### src/rtl/core/first_fit_heap_allocator_core_macros.svh
// Assertion macros for the first-fit heap allocator core.
`ifndef FIRST_FIT_HEAP_ALLOCATOR_CORE_MACROS_SVH
`define FIRST_FIT_HEAP_ALLOCATOR_CORE_MACROS_SVH
`ifndef SYNTH
// Same-cycle implication, sampled on clk_i, off during reset.
`define FFA_ASSERT_NOW(lbl, a, b) \
  lbl: assert property (@(posedge clk_i) disable iff (!rst_ni) (a) |-> (b)) \
    else $error("ffa assertion failed");
// Next-cycle implication, sampled on clk_i, off during reset.
`define FFA_ASSERT_NEXT(lbl, a, b) \
  lbl: assert property (@(posedge clk_i) disable iff (!rst_ni) (a) |=> (b)) \
    else $error("ffa assertion failed");
`else
`define FFA_ASSERT_NOW(lbl, a, b)
`define FFA_ASSERT_NEXT(lbl, a, b)
`endif
`endif

### src/rtl/core/ffa_pkg.sv
// ----------------------------------------------------------------------------
// ffa_pkg
// Shared codes, state encoding and controller/datapath interface types.
// ----------------------------------------------------------------------------
package ffa_pkg;

  localparam logic [1:0] FN_ALLOC = 2'd0;
  localparam logic [1:0] FN_FREE  = 2'd1;
  localparam logic [1:0] FN_RESET = 2'd2;

  localparam logic [1:0] ST_OK      = 2'd0;
  localparam logic [1:0] ST_NOFIT   = 2'd1;
  localparam logic [1:0] ST_FULL    = 2'd2;
  localparam logic [1:0] ST_UNKNOWN = 2'd3;

  localparam logic CFG_HEAP_BASE  = 1'b0;
  localparam logic CFG_HEAP_BYTES = 1'b1;

  localparam logic [31:0] RST_HEAP_BASE  = 32'd3000000000;
  localparam logic [31:0] RST_HEAP_BYTES = 32'd1000000000;

  typedef enum logic [3:0] {
    S_IDLE, S_DECODE, S_INIT, S_FIT, S_SLOT, S_ACOMMIT,
    S_LREAD, S_LCMP, S_POS, S_FCOMMIT, S_DONE
  } ffa_state_e;

  typedef enum logic [3:0] {
    OP_NONE, OP_CAPTURE, OP_INIT, OP_FIT_STEP, OP_SLOT_STEP, OP_ALLOC_COMMIT,
    OP_LIVE_READ, OP_LIVE_CMP, OP_POS_STEP, OP_FREE_COMMIT, OP_PUSH
  } ffa_op_e;

  typedef struct packed {
    ffa_op_e    op;
    logic [1:0] res;
  } ffa_cmd_t;

  typedef struct packed {
    logic [1:0] func;
    logic       rel_zero;
    logic       seg_end;
    logic       fit_hit;
    logic       slot_end;
    logic       slot_free;
    logic       live_match;
    logic       pos_hit;
    logic       can_free;
    logic       out_busy;
  } ffa_sts_t;

endpackage

### src/rtl/core/ffa_ctrl.sv
// ----------------------------------------------------------------------------
// ffa_ctrl
// Sequencer that walks the free and live tables one entry per step.
// ----------------------------------------------------------------------------
module ffa_ctrl import ffa_pkg::*; (
  input  logic     clk_i,
  input  logic     rst_ni,
  input  logic     in_valid_i,
  output logic     in_ready_o,
  input  ffa_sts_t sts_i,
  output ffa_cmd_t cmd_o
);

  ffa_state_e state_q, state_d;
  logic [1:0] res_q, res_d;

  always_ff @(posedge clk_i or negedge rst_ni) begin
    if (!rst_ni) begin
      state_q <= S_IDLE;
      res_q   <= ST_OK;
    end else begin
      state_q <= state_d;
      res_q   <= res_d;
    end
  end

  always_comb begin
    state_d = state_q;
    res_d   = res_q;
    case (state_q)
      S_IDLE: begin
        if (in_valid_i) state_d = S_DECODE;
      end
      S_DECODE: begin
        res_d = ST_OK;
        case (sts_i.func)
          FN_ALLOC: state_d = S_FIT;
          FN_FREE:  state_d = sts_i.rel_zero ? S_DONE : S_LREAD;
          FN_RESET: state_d = S_INIT;
          default:  state_d = S_DONE;
        endcase
      end
      S_INIT: state_d = S_DONE;
      S_FIT: begin
        if (sts_i.seg_end) begin
          res_d   = ST_NOFIT;
          state_d = S_DONE;
        end else if (sts_i.fit_hit) begin
          state_d = S_SLOT;
        end
      end
      S_SLOT: begin
        if (sts_i.slot_end) begin
          res_d   = ST_FULL;
          state_d = S_DONE;
        end else if (sts_i.slot_free) begin
          state_d = S_ACOMMIT;
        end
      end
      S_ACOMMIT: state_d = S_DONE;
      S_LREAD: begin
        if (sts_i.slot_end) begin
          res_d   = ST_UNKNOWN;
          state_d = S_DONE;
        end else begin
          state_d = S_LCMP;
        end
      end
      S_LCMP:  state_d = sts_i.live_match ? S_POS : S_LREAD;
      S_POS: begin
        if (sts_i.pos_hit) state_d = S_FCOMMIT;
      end
      S_FCOMMIT: begin
        res_d   = sts_i.can_free ? ST_OK : ST_FULL;
        state_d = S_DONE;
      end
      S_DONE: begin
        if (!sts_i.out_busy) state_d = S_IDLE;
      end
      default: state_d = S_IDLE;
    endcase
  end

  always_comb begin
    in_ready_o = 1'b0;
    cmd_o.op   = OP_NONE;
    cmd_o.res  = res_q;
    case (state_q)
      S_IDLE: begin
        in_ready_o = 1'b1;
        if (in_valid_i) cmd_o.op = OP_CAPTURE;
      end
      S_INIT:    cmd_o.op = OP_INIT;
      S_FIT:     cmd_o.op = OP_FIT_STEP;
      S_SLOT:    cmd_o.op = OP_SLOT_STEP;
      S_ACOMMIT: cmd_o.op = OP_ALLOC_COMMIT;
      S_LREAD:   cmd_o.op = OP_LIVE_READ;
      S_LCMP:    cmd_o.op = OP_LIVE_CMP;
      S_POS:     cmd_o.op = OP_POS_STEP;
      S_FCOMMIT: cmd_o.op = OP_FREE_COMMIT;
      S_DONE: begin
        if (!sts_i.out_busy) cmd_o.op = OP_PUSH;
      end
      default:   cmd_o.op = OP_NONE;
    endcase
  end

endmodule

### config.mk
export PLATFORM = sky130hd
export DESIGN_NAME = ffa_ctrl
export DESIGN_NICKNAME = d
export VERILOG_FILES = /design/src/rtl/core/first_fit_heap_allocator_core_macros.svh /design/src/rtl/core/ffa_pkg.sv /design/src/rtl/core/ffa_ctrl.sv
export SDC_FILE = /design/constraint.sdc
export NUM_CORES = 1
export LEC_CHECK = 0
export ABC_AREA = 0
export BUFFER_PORTS_ARGS = -buffer_cell sky130_fd_sc_hd__buf_2
export CAP_MARGIN = 20
export CORE_AREA = 5 5 42 44
export CTS_CLUSTER_DIAMETER = 100
export DETAILED_ROUTE_END_ITERATION = 6
export DIE_AREA = 0 0 47 49
export PLACE_DENSITY = 0.73
export REMOVE_ABC_BUFFERS = 1
export SETUP_SLACK_MARGIN = 0.02
export SYNTH_ARGS = -nofsm -noshare
export SYNTH_HDL_FRONTEND = slang
export SYNTH_SLANG_ARGS = --single-unit
export TNS_END_PERCENT = 20
### constraint.sdc
create_clock -name clk_i -period 3.7 [get_ports clk_i]
set_clock_uncertainty 0.15 [all_clocks]
set_input_delay 0.185 -clock clk_i [delete_from_list [all_inputs] [get_ports clk_i]]
set_output_delay 0.185 -clock clk_i [all_outputs]
set_load 0.05 [all_outputs]
**Word level (Yosys, flattened, before mapping)**

Cells that the tools add are included.

- Register bits: 6
- Input port bits: 14
- Word-level logic and storage cells: 49

- Equality and inequality tests: 20
- Mux-type cells: 21
- Reduce and logical (&&, ||, !) cells: 6

Operators with widths:

| operator | count |
|---|---|
| 2-to-1 mux 4 bit | 11 |
| one-hot mux 4 bit (10 select lines) | 1 |
| one-hot mux 4 bit (9 select lines) | 1 |
| equality test 4 x 3 -> 1 bit (second input constant) | 4 |
| equality test 4 bit (second input constant) | 3 |
| inequality test 2 bit (second input constant) | 6 |
| one-hot mux 4 bit (3 select lines) | 1 |
| one-hot mux 2 bit (5 select lines) | 1 |
| equality test 4 x 2 -> 1 bit (second input constant) | 2 |
| 2-to-1 mux 2 bit | 4 |
| inequality test 3 bit (second input constant) | 2 |
| AND reduction 5 bit | 1 |
| nonzero test 5 bit | 1 |
| equality test 4 x 1 -> 1 bit (second input constant) | 1 |
| zero test 4 bit | 1 |
| AND reduction 4 bit | 1 |
| OR reduction 3 bit | 1 |
| equality test 2 x 1 -> 1 bit (second input constant) | 1 |
| equality test 2 bit (second input constant) | 1 |
| zero test 2 bit | 1 |
| 2-to-1 mux 1 bit | 2 |

**Longest topological paths before layout**

- Depth after elaboration: 3
- Mapped depth: 6
- Mapped depth without buffers: 4

**Worst setup path after synthesis**

No wires, ideal clock.

- Path type: register to output
- Start point: reg state_q[2]
- End point: out cmd_o[2] in the netlist's numbering
- Arrival: 2.019 ns
- Path slack: 1.346 ns
- Cell stages (with the launch flop): 6
- Cells stage by stage: dfrtp_1 > buf_6 > or3_1 > nor2_1 > nand2_1 > nand2_1

RTL lines:

| item | line | RTL |
|---|---|---|
| start: declaration | ffa_ctrl.sv:14 | `ffa_state_e state_q, state_d;` |
| start signal: assignment | ffa_ctrl.sv:22 | `state_q <= state_d;` |
| end: declaration | ffa_ctrl.sv:11 | `output ffa_cmd_t cmd_o` |

==> summary.txt <==
Clock network
  • Max clock buf depth: 2
  • Post-CTS Setup Bufs: 0
  • CTS tree: done
  • Resized Gates After CTS: 0
  • CTS buffer count: 3
  • H-tree depth reported by CTS: 1
  • Worst-Skew Late Latency: approximately 250 ps
  • CTS root buf: clkbuf_4
  • CTS clock-pin slew for the worst setup and hold paths: about 50 ps
  • Clk sink count: 6

Routing
  • Highest routed layer: met4
  • WL met3: 132 um
  • Drc violations: 0
  • Post-DR vias/cell: roughly 6
  • Final antenna-violating net count: 0
  • M1 WL: roughly 710 um
  • Pre-Repair DR Iteration Count: 4
  • Met2 routed WL: between 600 and 700 um
  • Initial DRC count: 19
  • WL/cell: approximately 14 um
  • Final WL: about 1600 um
  • Vias: between 600 and 700

Synthesis
  • Seq/Total Area, Yosys: 0.253
  • Mapped Cells: approximately 80
  • Async SR Flop Fraction: 1.00
  • Cell taking the most area after synthesis: dfrtp_1
  • Ys flop type: dfrtp_1
  • Warning count from the yosys run: 0
  • Share of the synthesized area in the top cell type: 0.253
  • Synth Cell Area: between 500 and 600 um^2
  • Synth area leaders: dfrtp_1 25%, nand2_1 7.0%, o21ai_0 5.1%
  • Mapped Avg Cell Area: 7.23 um^2
  • Synth cell types: 30
  • Number of synthesized flops with an enable pin: 0
  • Synth Register Bits: 6

Setup path
  • Arrival time worst endpoint: 1900 ps
  • Critical path endpoint category: output pin
  • Class of the most critical setup path: reg2out
  • Critical Path Fanout Max: 21
  • R2r worst-path depth: 4
  • Worst path max stage delay: ~600 ps
  • RR Endpoint: state_q[3]$_DFFE_PN0P_
  • Critical path cell sequence: or3_1 > nor2_1 > nand2_1 > nand2_1 > buf_2
  • Crit start category: flip-flop
  • CP dominant cell by count: nand2_1
  • CP required: about 3400 ps
  • Slowest-stage cell, CP: dfrtp_1
  • Flop-to-flop setup slack: 1660 ps
  • RR Startpoint: state_q[0]$_DFFE_PN0P_

GRT
  • Grt ovf: 0
  • Largest net degree at the start of global routing: 22
  • Initial antenna violation count: 0
  • First-pass GRT wire length: about 2500 um
  • GRT Total Usage: 0.145
  • Vias in the first global route: roughly 600

Pwr
  • Power density cells: roughly 850 mW/mm^2
  • Leak: approximately 0.32 nW
  • Maximum vdd ir drop: slightly below 400 uV

Die
  • DIE WIDTH: about 47 um
  • Site Rows: 14
  • Initial Utilization: 0.423
  • IO Pins: 21
  • Core area: between 0.001 and 0.0015 mm^2
  • Die H: ~49 um
  • Die area: between 0.002 and 0.0025 mm^2

Run
  • Number of max-capacitance violations reported: 0

Timing
  • TNS Setup: 0 ps
  • Tcrit/Tclk final: 0.603
  • Max Slew Vio Count: 0
  • Headroom to the max-slew limit: 0.576
  • Final setup vio count: 0
  • Final min period: around 2200 ps
  • Fmax: around 0.45 GHz
  • Final hold violations: 0
  • RSZ-0062 raised after global routing: no
  • Min Hold Slack: approximately 84 ps
  • Worst-Margin Slew: between 600 and 700 ps

Placed design
  • Port bufs: 20
  • Post-DP HPWL: between 1000 and 1500 um
  • Routability cong.: 0.868

Hold path
  • Hold path endpoint: res_q[1]$_DFFE_PN0P_
  • Hold crit path type: in2reg
  • Hold Crit Depth: 3
  • Min-delay src: sts_i[1]

Cells and area
  • Area growth syn-to-layout: 17.5%
  • Layout cells sized above 1: 0.276
  • Most frequent cells in the layout: 20 x buf_2, 11 x nand2_1, 8 x nor2_1, 6 x o21ai_0, 6 x dfrtp_1
  • Fin nets: 114
  • # diodes: 0
  • Leading cell type in the layout, fill and taps excluded: buf_2

Run status
  • Status: completed
## layout make-up
cell class	count	area, um^2
Tap cell	16	20.0
Inverter	4	15.0
Clock buffer	3	22.5
Multi-Input combinational cell	64	379
Timing Repair Buffer	21	110
Fill cell	158	704
Sequential cell	6	150
## flip-flops by register name, indices dropped and copies added, names as in the netlist
name	cells
state_q	4
res_q	2
## synth_stat cells (2+ instances only)
master,number
o21ai_0,6
or3_1,2
nor3b_1,2
dfrtp_1,6
buf_6,2
o21a_1,2
or4_1,2
clkbuf_1,3
a211o_1,3
nand4_1,3
nand3_1,3
nand2_1,11
buf_2,3
nor2_1,8
nand2b_1,2
inv_1,4
a21oi_1,5
nor3_1,3
## through the flow
step | power [W] | utilization | worst slack, ps | std cells | instance area [um^2]
floorplan | 0.000434 | - | 1180 | 74 | 544
global placement | 0.000525 | 0.474 | 1730 | 110 | 664
detailed placement | 0.000527 | 0.474 | 1710 | 110 | 664
CTS | 0.000593 | 0.497 | 1470 | 114 | 697
global route | 0.000635 | 0.497 | 1360 | 114 | 697
finish | 0.000592 | 0.497 | 1470 | 114 | 697
## layer usage
layer  vias up  track usage
li1        331            -
met1       305        0.197
met2        41        0.204
met3         4       0.0148
met4         0        0.106
met5         -            0
## where the power goes
| part | total, W | leakage, nW | switching (W) | internal [W] |
|---|---|---|---|---|
| clock | 0.0000626 | 0.0138 | 0.0000258 | 0.0000368 |
| sequential | 0.000176 | 0.0763 | 0.0000865 | 0.0000896 |
| combinational | 0.000353 | 0.227 | 0.000229 | 0.000125 |
## worst max-delay path: cells and delay by family, from the launching register on
| family | cells | cell delay (ps) |
|---|---|---|
| buffers and inverters | 1 | 260 |
| AND/OR/NAND/NOR | 4 | 790 |
| flip-flops | 1 | 600 |
## logic make-up (layout without fill, tap and decap cells)
logic type	after synthesis	in the layout	synth area share
AO/OA/AOI/OAI	24	24	0.285
AND/OR/NAND/NOR	39	39	0.340
buffers and inverters	12	28	0.108
flip-flops	6	6	0.253
XOR/XNOR	1	1	0.0148
## worst max path at each step
| stage | startpoint | end | slack, ps |
|---|---|---|---|
| after floorplan | state_q[1]$_DFFE_PN0P_ | cmd_o[2] | 1180 |
| after global placement | state_q[1]$_DFFE_PN0P_ | state_q[3]$_DFFE_PN0P_ | 1730 |
| after detailed placement | state_q[0]$_DFFE_PN0P_ | state_q[3]$_DFFE_PN0P_ | 1710 |
| after CTS | state_q[1]$_DFFE_PN0P_ | cmd_o[2] | 1470 |
| after global routing | state_q[1]$_DFFE_PN0P_ | cmd_o[2] | 1360 |
| final | state_q[1]$_DFFE_PN0P_ | cmd_o[2] | 1470 |
## timing repair
item / CTS / global route
setup endpoints to repair: 0 / 0
endpoints found under the hold margin: 6 / 0
hold buffers: 1 / 0
No activity file was read; power rests on OpenSTA's default activity.
